===== src/amq_pkg.sv =====
package amq_pkg;

    localparam int ROW_MAX_DEF = 512;
    localparam int LANES_DEF   = 8;
    localparam int SAMPLE_W    = 24;
    localparam int MAG_W       = 23;
    localparam int PACK_W      = 64;
    localparam int LCNT_W      = 4;
    localparam int SCALE_W     = 25;
    localparam int QMAX        = 127;
    localparam int NUM_W       = 32;
    localparam int DEN_W       = 24;
    localparam int QUO_W       = 8;

    typedef struct packed {
        logic                 last;
        logic [MAG_W-1:0]     absmax;
        logic                 overflow;
        logic [9:0]           count;
    } amq_row_t;

    function automatic logic [MAG_W-1:0] mag_sat(input logic [SAMPLE_W-1:0] s);
        logic [SAMPLE_W-1:0] n;
        begin
            n = s[SAMPLE_W-1] ? (~s + 1'b1) : s;
            if (n[SAMPLE_W-1])
            begin
                mag_sat = {MAG_W{1'b1}};
            end
            else
            begin
                mag_sat = n[MAG_W-1:0];
            end
        end
    endfunction

endpackage


===== src/amq_front.sv =====
module amq_front #(
    parameter int ROW_MAX = amq_pkg::ROW_MAX_DEF
) (
    input  logic                          clk,
    input  logic                          rst_n,
    input  logic                          valid,
    input  logic [amq_pkg::SAMPLE_W-1:0]  sample,
    input  logic                          last_in,
    output logic                          stall,
    output logic                          wr_en,
    output logic [$clog2(ROW_MAX)-1:0]    wr_addr,
    output logic [amq_pkg::SAMPLE_W-1:0]  wr_data,
    output logic                          row_valid,
    output amq_pkg::amq_row_t             row_info,
    input  logic                          row_busy
);
    import amq_pkg::*;

    localparam int CNT_W = $clog2(ROW_MAX + 1);

    logic [CNT_W-1:0] count_reg;
    logic [MAG_W-1:0] absmax_reg;
    logic             drop_reg;
    logic             accept;
    logic             room;
    logic [MAG_W-1:0] mag;
    logic [MAG_W-1:0] amax_new;

    assign stall   = row_busy;
    assign accept  = valid && !row_busy;
    assign room    = count_reg < CNT_W'(ROW_MAX);
    assign mag     = mag_sat(sample);
    assign wr_en   = accept && room;
    assign wr_addr = count_reg[$clog2(ROW_MAX)-1:0];
    assign wr_data = sample;
    assign amax_new = (room && mag > absmax_reg) ? mag : absmax_reg;

    assign row_valid         = accept && last_in;
    assign row_info.last     = 1'b1;
    assign row_info.absmax   = amax_new;
    assign row_info.overflow = drop_reg || !room;
    assign row_info.count    = 10'(count_reg + (room ? CNT_W'(1) : CNT_W'(0)));

    always_ff @(posedge clk or negedge rst_n)
    begin
        if (!rst_n)
        begin
            count_reg  <= '0;
            absmax_reg <= '0;
            drop_reg   <= 1'b0;
        end
        else if (accept)
        begin
            if (last_in)
            begin
                count_reg  <= '0;
                absmax_reg <= '0;
                drop_reg   <= 1'b0;
            end
            else
            begin
                absmax_reg <= amax_new;
                if (room)
                begin
                    count_reg <= count_reg + CNT_W'(1);
                end
                else
                begin
                    drop_reg <= 1'b1;
                end
            end
        end
    end

`ifndef NO_ASSERTIONS
    a_count_bound: assert property (@(posedge clk) disable iff (!rst_n)
        count_reg <= CNT_W'(ROW_MAX)) else $error("count over depth");
    a_no_write_full: assert property (@(posedge clk) disable iff (!rst_n)
        !room |-> !wr_en) else $error("write when full");
    a_clear: assert property (@(posedge clk) disable iff (!rst_n)
        row_valid |=> count_reg == '0) else $error("count not cleared");
`endif
endmodule


===== config.mk =====
export PLATFORM = sky130hd
export DESIGN_NAME = amq_front
export DESIGN_NICKNAME = d
export VERILOG_FILES = /design/src/amq_pkg.sv /design/src/amq_front.sv
export SDC_FILE = /design/constraint.sdc
export NUM_CORES = 1
export LEC_CHECK = 0
export BUFFER_PORTS_ARGS = -buffer_cell sky130_fd_sc_hd__clkbuf_2
export CAP_MARGIN = 20
export CORE_ASPECT_RATIO = 1.25
export CORE_MARGIN = 2
export CORE_UTILIZATION = 50
export DETAILED_ROUTE_END_ITERATION = 6
export HOLD_SLACK_MARGIN = 0.03
export PLACE_DENSITY = 0.75
export SYNTH_ARGS = -nofsm -noshare
export SYNTH_HDL_FRONTEND = slang
export SYNTH_SLANG_ARGS = --single-unit

===== constraint.sdc =====
create_clock -name clk -period 11.17 [get_ports clk]
set_input_delay 1.117 -clock clk [delete_from_list [all_inputs] [get_ports clk]]
set_output_delay 1.117 -clock clk [all_outputs]
set_load 0.01 [all_outputs]

---- After elaboration in Yosys (flattened, before gate mapping) ----
Index checks and enable logic that the tools add are counted.
operators by class
  multiplexer cells ....................... 9
  magnitude comparators ................... 2
  equality and inequality tests ........... 1
  bitwise operators ....................... 1
  reductions and logical operators ........ 10
  add/sub/neg operators ................... 3
operator list
  cell                     number
  $mux W23                 3
  $add A24 B1 Y24 const B  1
  $mux W24                 1
  $not A24 Y24             1
  $gt A23 B23 Y1           1
  $mux W10                 2
  $add A10 B1 Y10          1
  $add A10 B1 Y10 const B  1
  $lt A10 B10 Y1 const B   1
  $logic_and A1 B1 Y1      4
  $reduce_and A2 Y1        2
  $mux W1                  3
  $logic_not A1 Y1         2
  $ne A2 B2 Y1 const B     1
  $reduce_bool A2 Y1       1
  $logic_or A1 B1 Y1       1
storage, ports and cells
  register bits after elaboration ......... 34
  input port bits ......................... 29
  output and inout bits ................... 71

---- Depth between registers and ports, before layout ----
  depth in word-level cells ............... 8
  gate-level depth with buffers ........... 17
  mapped depth without buffers ............ 14

---- Worst setup path after synthesis ----
Ideal clock, no wire load.
  path kind ............................... input port to output port
  from .................................... in sample[0] (netlist name)
  to ...................................... out row_info[30] (netlist name)
  cell stages on the path ................. 17
  data arrival time ....................... 4,803 ps
  path slack .............................. 5,250 ps
  buffers on the path ..................... 3
  path through ............................ inv_1 ha_1 or4b_4 or4_4 buf_6 o21ai_2 nand2_1 mux2_2 ha_1 nand3_1 nor3_1 inv_1 o2111ai_1 and2_1 buf_2 buf_2 mux2_2
RTL lines
  what                line             source
  start: declaration  amq_front.sv:7   input logic [amq_pkg::SAMPLE_W-1:0] sample,
  end: declaration    amq_front.sv:14  output amq_pkg::amq_row_t row_info,

==> impl_metrics.tcl <==
set metrics [dict create \
    async_reset_ff_frac 1.00 \
    yosysTopAreaCell "dfrtp_1" \
    power_leakage_nw 1.83 \
    worstMarginPinSlew_ps 931 \
    whs_path_depth 2 \
    placed_area_um2 3770 \
    core_um2 6890 \
    grt_pass1_wl_mm 14.0 \
    fin_skew_ps 6.21 \
    slew_headroom 0.377 \
    arrival_ps 5680 \
    start_util 0.509 \
    cp-end-kind "output port" \
    fin_crit_sh 0.609 \
    achievable-frequency_mhz 147 \
    antenna_cells 0 \
    vias 3345 \
    largest_reg_flops 23 \
    grt_max_degree 35 \
    required_ps 10050 \
    yosysWarnings 0 \
    cts_setup_buffers 0 \
    avgViaCountPerCell 5.81 \
    reg2reg_slack_ps 8360 \
    synth.area.top_cells "dfrtp_1 (24%), ha_1 (9.6%), buf_4 (7.5%)" \
    htreeDepth 2 \
    p_per_area_nw_per_um2 134 \
    cts-resized-gates 0 \
    area_growth_pct 9.76 \
    drt-initial-drc-count 137 \
    cts.path.max_buffers 2 \
    synth_flop_cell "dfrtp_1" \
    criticalPathCategory "in -> out" \
    synth_nets 491 \
    syn_avg_cell_area_um2 8.07 \
    wire_per_inst_um 14.6 \
    dieArea_um2 7710 \
    grt_overflow 0 \
    drc 0 \
    drv_cap 0 \
    cts_hold_buf 0 \
    fin_setup_tns_ps 0 \
    reg2reg_depth 10 \
    drtPass1Iterations 5 \
    synth_edf_count 0 \
    syn-cell-area_um2 3510 \
    numClockSinks 34 \
    drive_gt1_frac 0.282 \
    rsz0062_at_grt "false" \
    yosysUniqueCellTypes 55 \
    swShare 0.421 \
    routed_wirelength_mm 8.40 \
    dp_hpwl_mm 6.44 \
    cp_max_fo 31 \
    status "finished clean" \
    seqPwrFrac 0.327 \
    fillers 665 \
    syn_inst 435 \
    clk_latency_ps 290 \
    nNetsFinal 542 \
    design_area_um2 3850 \
    ios 100 \
    min_period_ps 6800 \
    root_buffer "clkbuf_8" \
    tritoncts "done" \
    io_buffers 98 \
    setup_viol 0 \
    synth_top_area_share 0.242 \
    grt_antenna_before_repair 0 \
    die_w_um 79.0 \
    final-max-slew-violation-count 0 \
    grt_pass1_vias 3075 \
    p_clk_frac 0.172 \
    vdd_drop_max_mv 0.0570 \
    final_antenna_net_count 0 \
    hold_path_class "reg -> reg" \
    p_int_uw 300 \
    start_kind "input pin" \
    grt.total_usage 0.223 \
    cts_buffers 5 \
    rows 34 \
    die_h_um 97.7 \
    switchingPower_uw 218 \
    gp_congestion 0.863 \
    synth.ff_latch_count 34 \
    comb_power_share 0.502 \
    report.final.hold_viol_count 0 \
    yosysSeqAreaShare 0.242 \
    clk_pin_slew_ps 70 \
]
-- worst max-delay path, cell delays in order --
cell	delay, ps
clkbuf_2	120
or4_4	570
or4_4	590
a2111oi_0	510
o2bb2ai_1	210
ha_1	320
nand3_1	80
nor3_1	310
o311ai_0	220
o2111ai_1	130
buf_4	280
and2_1	320
buf_4	380
mux2_2	370
clkbuf_2	120
-- power by group through the flow --
stage | sequential (mW) | clock, mW | combinational (mW)
final | 0.169 | 0.0890 | 0.260
after CTS | 0.169 | 0.0898 | 0.260
after floorplan | 0.166 | 0 | 0.188
after global routing | 0.174 | 0.0952 | 0.292
after global placement | 0.170 | 0 | 0.253
after detailed placement | 0.171 | 0 | 0.259
-- cell usage after synthesis, types with 3 or more instances --
cell type  count
mux2_4         3
ha_1          27
o41ai_2        3
clkbuf_1      15
a21oi_1       15
o311ai_1       9
xor2_1        11
mux2_2        11
nand4_1       15
or3_1          4
dfrtp_1       34
a32o_1         4
o2bb2ai_1      3
and2_1         3
inv_1         32
nand2_1       39
nor3_1         8
buf_4         35
a22o_1         9
o41ai_1        3
or4_4          3
xnor2_1        6
o21ai_0       36
o31ai_1        4
o21ai_1        4
o21ai_2        3
nand3_1       25
buf_2          4
and3_1         5
nand2b_1       4
a211oi_1       5
nor4_1         3
nor2_1        21
-- cells by family after synthesis --
logic type,count (synthesis),synth area share
flip-flops,34,0.242
adder cells (fa/ha/maj),27,0.0962
other,1,0.00107
AND/OR/NAND/NOR,139,0.202
AO/OA/AOI/OAI,112,0.228
XOR/XNOR,17,0.0424
multiplexers,14,0.0481
buffers and inverters,91,0.140
-- stage by stage --
stage / hold slack (ps) / power [mW] / util / setup slack [ps] / instances
finish: 490 / 0.518 / 0.559 / 4370 / 576
detailed placement: 474 / 0.430 / 0.547 / 4450 / 568
global placement: 468 / 0.423 / 0.547 / 4560 / 568
floorplan: 456 / 0.354 / - / 5250 / 435
CTS: 491 / 0.519 / 0.558 / 4420 / 575
global route: 509 / 0.561 / 0.559 / 4020 / 576
-- cells in the final DEF, fill, tap and decap left out, drive strengths merged, types with 2 or more instances in the layout --
cell,n
a211oi,5
a21boi,3
a21oi,15
a22o,9
a32o,4
and2,3
and3,5
and4,2
buf,4
clkbuf,103
clkinv,3
dfrtp,34
ha,27
inv,32
mux2,14
nand2,39
nand2b,4
nand3,25
nand4,15
nor2,21
nor2b,2
nor3,8
nor4,3
o21ai,43
o2bb2ai,3
o311ai,11
o31ai,5
o41ai,6
or2,2
or3,4
or4,4
xnor2,6
xor2,11
-- worst paths after layout --
path                           startpoint             end
max in group asynchronous           rst_n  absmax_reg[21]
min                         absmax_reg[8]   absmax_reg[8]
max reg2reg                absmax_reg[22]   absmax_reg[1]
min in group asynchronous           rst_n    count_reg[2]
max                             sample[3]    row_info[30]
min reg2reg                 absmax_reg[8]   absmax_reg[8]
-- cell type report --
cell class              instances  area [um2]  share of cell area
flip-flops and latches         34         851               0.221
multi-input cells             310        2170               0.562
inverters                      33         124              0.0321
well taps                      90         113              0.0292
clock inverters                 2        10.0             0.00260
repair buffers                102         520               0.135
clock buffers                   5        68.8              0.0179
-- per-layer routing --
layer	vias up	track usage	wire [um]
li1	1656	-	-
met1	1548	0.288	3580
met2	129	0.379	4130
met3	12	0.0288	539
met4	0	0.0782	156
met5	-	0	0
No activity file was read; power rests on OpenSTA's default activity.
