<file path="src/amq_pkg.sv">
package amq_pkg;

    localparam int ROW_MAX_DEF = 512;
    localparam int LANES_DEF   = 8;
    localparam int SAMPLE_W    = 24;
    localparam int MAG_W       = 23;
    localparam int PACK_W      = 64;
    localparam int LCNT_W      = 4;
    localparam int SCALE_W     = 25;
    localparam int QMAX        = 127;
    localparam int NUM_W       = 32;
    localparam int DEN_W       = 24;
    localparam int QUO_W       = 8;

    typedef struct packed {
        logic                 last;
        logic [MAG_W-1:0]     absmax;
        logic                 overflow;
        logic [9:0]           count;
    } amq_row_t;

    function automatic logic [MAG_W-1:0] mag_sat(input logic [SAMPLE_W-1:0] s);
        logic [SAMPLE_W-1:0] n;
        begin
            n = s[SAMPLE_W-1] ? (~s + 1'b1) : s;
            if (n[SAMPLE_W-1])
            begin
                mag_sat = {MAG_W{1'b1}};
            end
            else
            begin
                mag_sat = n[MAG_W-1:0];
            end
        end
    endfunction

endpackage

</file>
<file path="src/amq_back.sv">
module amq_back #(
    parameter int ROW_MAX = amq_pkg::ROW_MAX_DEF,
    parameter int LANES   = amq_pkg::LANES_DEF
) (
    input  logic                          clk,
    input  logic                          rst_n,
    input  logic                          row_valid,
    input  amq_pkg::amq_row_t             row_info,
    output logic                          row_busy,
    output logic [$clog2(ROW_MAX)-1:0]    rd_addr,
    input  logic [amq_pkg::SAMPLE_W-1:0]  rd_data,
    output logic                          valid,
    input  logic                          stall,
    output logic [amq_pkg::PACK_W-1:0]    quant_pack,
    output logic [amq_pkg::LCNT_W-1:0]    lane_count,
    output logic [amq_pkg::SCALE_W-1:0]   row_scale,
    output logic                          row_overflow,
    output logic                          last_out
);
    import amq_pkg::*;

    localparam int AW = $clog2(ROW_MAX);

    typedef enum logic [2:0] {S_IDLE, S_SCALE, S_READ, S_WAIT, S_DIV, S_OUT} state_t;

    state_t            state_reg;
    logic [9:0]        total_reg;
    logic [9:0]        idx_reg;
    logic [LCNT_W-1:0] lane_reg;
    logic [MAG_W-1:0]  amax_reg;
    logic              ovf_reg;
    logic              neg_reg;
    logic [NUM_W-1:0]  rem_reg;
    logic [DEN_W:0]    den_reg;
    logic [QUO_W-1:0]  quo_reg;
    logic [4:0]        bit_reg;
    logic [NUM_W+1:0]  snum_reg;
    logic [PACK_W-1:0] pack_reg;
    logic [SCALE_W-1:0] scale_reg;
    logic              out_valid_reg;
    logic              out_last_reg;
    logic [LCNT_W-1:0] out_lanes_reg;
    logic [PACK_W-1:0] out_pack_reg;
    logic [SCALE_W-1:0] out_scale_reg;
    logic              out_ovf_reg;
    logic [MAG_W-1:0]  mag;
    logic [NUM_W-1:0]  num;
    logic [7:0]        qbyte;
    logic [QUO_W-1:0]  qsat;
    logic              grp_last;
    logic              emit;
    logic [SCALE_W-1:0] scale_est;

    assign row_busy     = state_reg != S_IDLE;
    assign rd_addr      = AW'(idx_reg);
    assign valid        = out_valid_reg;
    assign quant_pack   = out_pack_reg;
    assign lane_count   = out_lanes_reg;
    assign row_scale    = out_scale_reg;
    assign row_overflow = out_ovf_reg;
    assign last_out     = out_last_reg;

    assign mag   = mag_sat(rd_data);
    assign num   = NUM_W'(254 * 32'(mag)) + NUM_W'(amax_reg);
    assign qsat  = (quo_reg > QUO_W'(QMAX)) ? QUO_W'(QMAX) : quo_reg;
    assign qbyte = neg_reg ? (~qsat + 1'b1) : qsat;
    assign grp_last = (lane_reg == LCNT_W'(LANES - 1)) || (idx_reg + 10'd1 == total_reg);
    assign emit  = (state_reg == S_OUT) && grp_last && (!out_valid_reg || !stall);

    // scale = floor(M / 127) with M = absmax*256 + 63; the shift sum is low by at most 4
    assign scale_est = SCALE_W'((snum_reg >> 7) + (snum_reg >> 14) +
                                (snum_reg >> 21) + (snum_reg >> 28));

    // FSM; restoring divide, one quotient bit per cycle; quotient fits 8 bits
    always_ff @(posedge clk or negedge rst_n)
    begin
        if (!rst_n)
        begin
            state_reg     <= S_IDLE;
            out_valid_reg <= 1'b0;
            total_reg     <= '0;
            idx_reg       <= '0;
            lane_reg      <= '0;
            amax_reg      <= '0;
            ovf_reg       <= 1'b0;
            out_last_reg  <= 1'b0;
            out_lanes_reg <= '0;
            out_scale_reg <= '0;
            out_ovf_reg   <= 1'b0;
        end
        else
        begin
            if (out_valid_reg && !stall && !emit)
            begin
                out_valid_reg <= 1'b0;
            end
            unique case (state_reg)
                S_IDLE:
                begin
                    if (row_valid)
                    begin
                        total_reg <= row_info.count;
                        amax_reg  <= row_info.absmax;
                        ovf_reg   <= row_info.overflow;
                        idx_reg   <= '0;
                        lane_reg  <= '0;
                        pack_reg  <= '0;
                        snum_reg  <= 34'({row_info.absmax, 8'h3F});
                        quo_reg   <= '0;
                        bit_reg   <= 5'd1;
                        scale_reg <= '0;
                        state_reg <= S_SCALE;
                    end
                end
                S_SCALE:
                begin
                    if (bit_reg != 5'd0)
                    begin
                        scale_reg <= scale_est;
                        snum_reg  <= snum_reg - (34'(scale_est) << 7) + 34'(scale_est);
                        bit_reg   <= 5'd0;
                    end
                    else if (snum_reg >= 34'd127)
                    begin
                        snum_reg  <= snum_reg - 34'd127;
                        scale_reg <= scale_reg + SCALE_W'(1);
                    end
                    else
                    begin
                        state_reg <= S_READ;
                    end
                end
                S_READ:
                begin
                    state_reg <= S_WAIT;
                end
                S_WAIT:
                begin
                    neg_reg   <= rd_data[SAMPLE_W-1];
                    rem_reg   <= num;
                    den_reg   <= {amax_reg, 1'b0};
                    quo_reg   <= '0;
                    bit_reg   <= 5'd7;
                    state_reg <= (amax_reg == '0) ? S_OUT : S_DIV;
                end
                S_DIV:
                begin
                    if ((rem_reg >> bit_reg) >= NUM_W'(den_reg))
                    begin
                        rem_reg <= rem_reg - (NUM_W'(den_reg) << bit_reg);
                        quo_reg[bit_reg[2:0]] <= 1'b1;
                    end
                    if (bit_reg == 5'd0)
                    begin
                        state_reg <= S_OUT;
                    end
                    else
                    begin
                        bit_reg <= bit_reg - 5'd1;
                    end
                end
                S_OUT:
                begin
                    if (!grp_last || emit)
                    begin
                        if (grp_last)
                        begin
                            out_pack_reg  <= pack_reg |
                                (PACK_W'(qbyte) << (8 * lane_reg));
                            out_lanes_reg <= lane_reg + LCNT_W'(1);
                            out_last_reg  <= idx_reg + 10'd1 == total_reg;
                            out_scale_reg <= scale_reg;
                            out_ovf_reg   <= ovf_reg;
                            out_valid_reg <= 1'b1;
                            pack_reg      <= '0;
                            lane_reg      <= '0;
                        end
                        else
                        begin
                            pack_reg <= pack_reg | (PACK_W'(qbyte) << (8 * lane_reg));
                            lane_reg <= lane_reg + LCNT_W'(1);
                        end
                        if (idx_reg + 10'd1 == total_reg)
                        begin
                            state_reg <= S_IDLE;
                        end
                        else
                        begin
                            idx_reg   <= idx_reg + 10'd1;
                            state_reg <= S_READ;
                        end
                    end
                end
                default:
                begin
                    state_reg <= S_IDLE;
                end
            endcase
        end
    end

`ifndef NO_ASSERTIONS
    a_lane_range: assert property (@(posedge clk) disable iff (!rst_n)
        valid |-> (lane_count != '0 && lane_count <= LCNT_W'(LANES)))
        else $error("bad lane count");
    a_idx_range: assert property (@(posedge clk) disable iff (!rst_n)
        state_reg != S_IDLE && state_reg != S_SCALE |-> idx_reg < total_reg)
        else $error("index past row");
    a_busy_hold: assert property (@(posedge clk) disable iff (!rst_n)
        row_valid |-> state_reg == S_IDLE) else $error("row while busy");
    a_out_hold: assert property (@(posedge clk) disable iff (!rst_n)
        valid && stall |=> valid && $stable(quant_pack) && $stable(row_scale) &&
        $stable(row_overflow) && $stable(last_out)) else $error("stalled transfer changed");
`endif
endmodule

</file>
<file path="config.mk">
export PLATFORM = sky130hd
export DESIGN_NAME = amq_back
export DESIGN_NICKNAME = d
export VERILOG_FILES = /design/src/amq_pkg.sv /design/src/amq_back.sv
export SDC_FILE = /design/constraint.sdc
export NUM_CORES = 1
export LEC_CHECK = 0
export BUFFER_PORTS_ARGS = -buffer_cell sky130_fd_sc_hd__buf_2
export CORE_UTILIZATION = 45
export DETAILED_ROUTE_END_ITERATION = 7
export PLACE_DENSITY_LB_ADDON = 0.2
export RECOVER_POWER = 50
export SETUP_SLACK_MARGIN = 0.2
export SYNTH_ARGS = -nofsm -noshare
export SYNTH_HDL_FRONTEND = slang
export SYNTH_SLANG_ARGS = --single-unit
</file>
<file path="constraint.sdc">
create_clock -name clk -period 26.3 [get_ports clk]
set_clock_uncertainty 0.05 [all_clocks]
set_input_delay 1.315 -clock clk [delete_from_list [all_inputs] [get_ports clk]]
set_output_delay 1.315 -clock clk [all_outputs]
set_load 0.02 [all_outputs]
</file>
# [Word-level counts from Yosys, hierarchy flattened]
# Index checks and enable logic that the tools add are counted.
[word_totals] reg_bits=339 in_bits=63 out_inout_bits=106 elab_cells=145
[classes] n_addsub=14 mul=1 n_lt_le_gt_ge=5 eq_ne=17 shift=3 n_mux=47 bitwise=4 n_reduce_logical=34
[op_table] operator="64-bit two-way mux" count=3
[op_table] operator="64-bit one-hot mux with 2 select lines" count=1
[op_table] operator="34-bit two-way mux" count=3
[op_table] operator="25-bit two-way mux" count=3
[op_table] operator="34-bit one-hot mux with 2 select lines" count=1
[op_table] operator="64-bit OR" count=1
[op_table] operator="32-bit one-hot mux with 2 select lines" count=1
[op_table] operator="8-bit by 7-bit << shifter with 64-bit output" count=1
[op_table] operator="25-bit one-hot mux with 2 select lines" count=1
[op_table] operator="34-bit by 25-bit adder with 34-bit output" count=1
[op_table] operator="34-bit by 7-bit >= comparator with 1-bit output, second input constant" count=1
[op_table] operator="34-bit by 32-bit subtractor with 34-bit output" count=1
[op_table] operator="34-bit by 7-bit subtractor with 34-bit output, second input constant" count=1
[op_table] operator="31-bit by 23-bit adder with 32-bit output" count=1
[op_table] operator="32-bit by 24-bit >= comparator with 1-bit output" count=1
[op_table] operator="32-bit two-way mux" count=1
[op_table] operator="8-bit two-way mux" count=4
[op_table] operator="24-bit by 5-bit << shifter with 32-bit output" count=1
[op_table] operator="32-bit by 5-bit >> shifter with 32-bit output" count=1
[op_table] operator="32-bit subtractor" count=1
[op_table] operator="7-bit by 23-bit multiplier with 30-bit output, first input constant" count=1
[op_table] operator="10-bit two-way mux" count=3
[op_table] operator="25-bit by 1-bit adder with 25-bit output, second input constant" count=1
[op_table] operator="25-bit by 13-bit adder with 25-bit output" count=1
[op_table] operator="other kinds (48)" count=90

# [Depth between registers and ports, before layout]
# Gate-level depths: netlist of the first run.
[logic_depth] word_depth=11 ltp_mapped=38 mapped_depth_nobuf=35

# [Worst setup path after synthesis of the first run]
# No wires, ideal clock.
[synth_timing] kind="input-to-reg" from="input rd_data[5] (netlist name)" to="register rem_reg[29] (data pin)" setup_ns=0.268 t_arrival_ns=9.669 t_required_ns=25.982 slack_ns=16.313 path_stages=34 n_path_buf=3 cell_sequence="or4_4 or4_4 or3_4 nor2_4 nand2_2 or3_1 buf_2 or3_1 buf_6 buf_12 nand2_4 ha_1 a21oi_1 fa_1 fa_1 fa_1 inv_1 ha_1 or4_1 o21ai_0 nor2b_1 a41o_1 a21o_1 a21o_1 xor2_1 ha_1 nor2_1 or2_2 o31ai_1 a31o_2 nor3b_1 nand3_1 xor2_1 mux2i_1"
[synth_via] elab_chain_len=7
[synth_rtl] item="start: declaration" line_no="amq_back.sv:11" source="input logic [amq_pkg::SAMPLE_W-1:0] rd_data,"
[synth_rtl] item="24-bit inverter" line_no="amq_pkg.sv:25" source="n = s[SAMPLE_W-1] ? (~s + 1'b1) : s;"
[synth_rtl] item="24-bit by 1-bit adder with 24-bit output" line_no="amq_pkg.sv:25"
[synth_rtl] item="24-bit two-way mux *" line_no="amq_pkg.sv:25"
[synth_rtl] item="23-bit two-way mux *" line_no="amq_pkg.sv:26" source="if (n[SAMPLE_W-1])"
[synth_rtl] item="7-bit by 23-bit multiplier with 30-bit output *" line_no="amq_back.sv:64" source="assign num = NUM_W'(254 * 32'(mag)) + NUM_W'(amax_reg);"
[synth_rtl] item="31-bit by 23-bit adder with 32-bit output *" line_no="amq_back.sv:64"
[synth_rtl] item="32-bit one-hot mux with 2 select lines *" line_no="amq_back.sv:97" source="unique case (state_reg)"
[synth_rtl] item="end signal: assignment" line_no="amq_back.sv:140" source="rem_reg <= num;"
[synth_rtl] item="end signal: assignment" line_no="amq_back.sv:150" source="rem_reg <= rem_reg - (NUM_W'(den_reg) << bit_reg);"
[synth_rtl] item="end: declaration" line_no="amq_back.sv:33" source="logic [NUM_W-1:0] rem_reg;"
# Every way passes the cells marked *; elsewhere a longest branch is shown, timed or not.
# A chain may end at the register's enable or synchronous reset.

# [Worst setup path in the final report of the first run]
# Same ends and word-level chain as after synthesis.

==> results.toml, run 1 <==
[outcome]
outcome = "finished, violations left"
failed_checks = "capacitance limit, slew limit"

[setup_path]
critPathRequiredTime_ps = 26470
path_class = "in -> reg"
critPathMaxFanout = 5
crit_arrival_ps = 10680
r2r_start = "snum_reg[22]"
cpPeakStageDelay_ps = 550
startpoint_type = "input port"
crit_family = "simple AND/OR/NAND/NOR gates"
cp.buffers_inverters = 2
slowest_stage = "or4_4"
endpoint_kind = "flop"
cp-startpoint = "rd_data[5]"

[global_route]
grt_overflow_total = 0
grt.total_usage_pct = 24.3
grt_max_degree = 79
antenna_found_initial = 5
first_global_vias = 23200
grt_pass1_wl_microns = 129000

[synth]
ys_seq_area_share_pct = 33.1
async_flop_share_pct = 24.5
synthCells = 3117
yosys_most_used_dff = "edfxtp_1"
synthTopCellsByArea = "edfxtp_1 (26%), ha_1 (9.7%), fa_1 (7.6%)"
yosys-top-cells-count = "nand2_1 (276), edfxtp_1 (256), inv_1 (255)"
synth.most_common_cell = "nand2_1"
syn-num-nets = 3520
synth_seq_cells = 339
synth_edf_count = 256
syn-cell-area_sq_um = 29500
synth_top_area_cell = "edfxtp_1"
synth_top_cell_area_share_pct = 26.1
ys_warn_count = 0
ys_types = 86
postSynthAreaPerCell_sq_um = 9.46

[clocking]
cts.sinks = 339
h-tree-depth = 2
clockBufferDepth = 3
holdBufCountCts = 0
cts_resized = 0
tritoncts = "built"
post_cts_buffers = 0
clkLatencyLatePin_ps = 600
numCtsBuffers = 41
path_clk_slew_ps = 60
cts_root_buffer = "clkbuf_16"

[finish]
nets = 3626
fill_cells = 6127
drive_gt1_share_pct = 8.67
syn2layout_area_growth_pct = 9.45
fin_area_sq_um = 32300

[sta]
hold_viol = 0
fin_tns_setup_ps = 0
rsz0062_at_grt = "false"
finalCritPeriodShare_pct = 40.0
maxSlewViolCount = 532
finalWorstSetupSlack_ps = 15790
min_period_ps = 10510
worstMarginPinSlew_ps = 3980
fmax_mhz = 95.1
relSlewSlack_pct = -165
finalSetupViolCount = 0

[job]
drv_cap = 11

[detailed_routing]
num_vias = 23700
viasPerCell = 5.76
antenna_left = 0
dr.pass1.iters = 5
wl_microns = 81700
drtIter0Drc = 1836
drc = 0
post_drt_wl_per_cell_microns = 19.9

[floorplan]
die_y_microns = 258
num_io_pins = 169
core_sq_um = 64600
die-area_sq_um = 66500
fp.dieW_microns = 258
num_rows = 93
initial_utilization_pct = 45.6

[placed_design]
io_buffers = 167
dpl_worst_slack_ps = 15310
hpwlAfterDp_microns = 62800
place_congestion = 0.953
dpl-instance-area_sq_um = 31100

[hold_path]
hp-class = "reg -> reg"
holdCritStartpoint = "row_scale[23]"
==> worst min-delay path, delay by kind of cell, from the launching register on <==
family          cells  cell delay, ps
flops               1             350
simple gates        1              60
compound gates      1              60
==> layout by cell type (no fill, tap or decap), types with 16 or more instances in the layout <==
cell / n
o21ai_0: 184
clkbuf_16: 44
buf_2: 59
or3_1: 22
buf_4: 16
inv_1: 255
edfxtp_1: 256
a211oi_1: 46
nor2b_1: 88
dfrtp_1: 83
fa_1: 112
and2_1: 18
nand3_1: 58
o31ai_1: 23
nand4_1: 22
nor4_1: 17
xor2_1: 86
nor3_1: 43
o21a_1: 38
a21o_1: 138
nor2_1: 221
a31oi_1: 21
ha_1: 228
a21oi_1: 197
clkbuf_1: 124
nand2b_1: 38
mux2i_1: 50
mux2_2: 70
o211ai_1: 21
mux4_2: 21
xnor2_1: 131
nand2_1: 275
and3_1: 25
==> per-stage QoR <==
| stage | cells | hold slack (ps) | utilization [%] |
|---|---|---|---|
| after detailed placement | 4035 | 437 | 48.2 |
| after global placement | 4035 | 409 | 48.2 |
| after global routing | 4108 | 470 | 50.0 |
| after CTS | 4108 | 451 | 50.2 |
| final | 4109 | 449 | 50.0 |
| after floorplan | 3117 | 407 | - |
==> area by class of cell <==
cell class,instances,area (sq um),share of cell area [%]
Multi-Input combinational cell,2383,18200,56.5
Sequential cell,339,9760,30.3
Clock buffer,56,1200,3.71
Tap cell,855,1070,3.32
Inverter,266,998,3.09
Timing Repair Buffer,192,855,2.65
Clock inverter,17,151,0.469
Antenna cell,1,2.50,0.00776
==> worst paths after layout <==
path	to	slack [ps]	cells past startpoint
setup / recovery	rem_reg[29]	15790	32
hold / removal	row_scale[23]	450	2
setup reg to reg	snum_reg[33]	18060	25
hold reg to reg	row_scale[23]	450	2
max in group asynchronous	idx_reg[6]	21730	2
min in group asynchronous	row_scale[19]	1560	1
==> kinds of logic after synthesis <==
group / synth area share, %
muxes: 5.98
xor gates and xnor gates: 6.50
buffers and inverters: 5.23
AOI/OAI and AO/OA: 17.3
adders and majority gates: 17.4
DFF: 33.1
and+or+nand+nor: 14.5
==> metal layers <==
metal	track usage (%)	up-vias	part of all wire, %	routed length, microns
met3	3.36	108	5.9	4840
li1	-	11300	-	-
met2	38.7	678	46	37200
met4	7.40	2	2.8	2290
met5	0	-	0.016	13
met1	34.3	11600	46	37400
Power of run 1 is left out: the tool's default activity adds up to more than one toggle a clock period on the data nets, which glitch-free logic cannot reach.
==> inputs of run 2 (changes only) <==
Clock period 26.3 ns to 10.49 ns, I/O delays scaled along.
==> results.toml, run 2 (synthesis gave the netlist of run 1 again) <==
[outcome]
outcome = "finished, violations left"
failed_checks = "capacitance limit, slew limit"

[placed_design]
hpwlAfterDp_microns = 63100
place_congestion = 0.927
io_buffers = 167

[detailed_routing]
viasPerCell = 5.75
wl_microns = 81900
num_vias = 23600
drc = 0
dr.pass1.iters = 7
drtIter0Drc = 1975
post_drt_wl_per_cell_microns = 19.9
antenna_left = 0

[finish]
final_common_cell = "nand2_1"
syn2layout_area_growth_pct = 9.02
antenna_cells = 0
final_cell_mix = "nand2_1 (274), edfxtp_1 (256), inv_1 (255), ha_1 (228), nor2_1 (221)"
nets = 3625
drive_gt1_share_pct = 8.49
fill_cells = 6095

[floorplan]
initial_utilization_pct = 45.6
fp.dieW_microns = 258
num_io_pins = 169
num_rows = 93
die_y_microns = 258
core_sq_um = 64600
die-area_sq_um = 66500

[sta]
finalCritPeriodShare_pct = 90.9
maxSlewViolCount = 532
relSlewSlack_pct = -158
hold_viol = 0
min_period_ps = 9540
fmax_mhz = 105
worstMarginPinSlew_ps = 3870
rsz0062_at_grt = "false"
fin_tns_setup_ps = 0
finalSetupViolCount = 0
hold-worst-slack_ps = 136

[global_route]
first_global_vias = 23400
grt_max_degree = 79
grt_pass1_wl_microns = 130000
grt.total_usage_pct = 24.3
grt_overflow_total = 0
antenna_found_initial = 1

[setup_path]
path_class = "in -> reg"
startpoint_type = "input port"
slowest_stage = "or4_4"
critPathRequiredTime_ps = 10640
cpPeakStageDelay_ps = 550
crit_arrival_ps = 9680
endpoint_kind = "flop"
critPathMaxFanout = 5

[clocking]
cts.sinks = 339
tritoncts = "built"
cts_root_buffer = "clkbuf_16"
h-tree-depth = 2
clockBufferDepth = 3
clkLatencyLatePin_ps = 570
numCtsBuffers = 39
path_clk_slew_ps = 60

[job]
drv_cap = 11

[hold_path]
hp-class = "in -> reg"
==> run 2: path summary, 6_finish.rpt <==
path / from / to / slack (ps) / depth (start not counted)
worst max-delay path: rd_data[5] / rem_reg[29] / 950 / 32
worst min-delay path: row_info[0] / total_reg[0] / 140 / 2
worst max register to register: snum_reg[22] / snum_reg[33] / 2150 / 25
worst min register to register: last_out / last_out / 450 / 2
max in group asynchronous: rst_n / lane_count[0] / 5790 / 3
min in group asynchronous: rst_n / row_scale[0] / 1220 / 2
==> run 2: repair_timing <==
action	4_1_cts	5_1_grt
hold endpoints to repair	36	0
buffers inserted	0	0
hold buffers	1	0
resized for setup	0	0
==> run 2: per-layer routing <==
metal / track usage [%] / wire, microns / vias up
met5: 0 / 0 / -
met4: 6.34 / 1940 / 0
met3: 2.65 / 4410 / 121
met2: 39.4 / 37400 / 677
met1: 34.6 / 38200 / 11500
li1: - / - / 11300
==> run 2: critical path: cells and delay by family <==
family / cells / cell delay (ps)
adder cells (fa/ha/maj): 6 / 2390
XOR/XNOR: 2 / 330
AND/OR/NAND/NOR: 14 / 4280
multiplexers: 1 / 90
buffers and inverters: 2 / 150
AO/OA/AOI/OAI: 7 / 1930
==> run 2: per-stage QoR <==
stage	cell area (sq um)	std cells	utilization [%]	setup slack, ps
after floorplan	29500	3117	-	1290
after global placement	31100	4035	48.2	645
after detailed placement	31100	4035	48.2	477
after CTS	32300	4107	50.0	1070
after global routing	32100	4107	49.8	490
final	32100	4107	49.8	954
==> run 2: layout make-up <==
| cell class | instances | area [sq um] | area share (%) |
|---|---|---|---|
| Multi-Input combinational cell | 2383 | 18200 | 56.7 |
| Sequential cell | 339 | 9760 | 30.4 |
| Tap cell | 855 | 1070 | 3.33 |
| Clock buffer | 50 | 1050 | 3.26 |
| Inverter | 266 | 998 | 3.11 |
| Timing Repair Buffer | 193 | 865 | 2.69 |
| Clock inverter | 21 | 164 | 0.510 |
Power of run 2 is left out for the same reason.
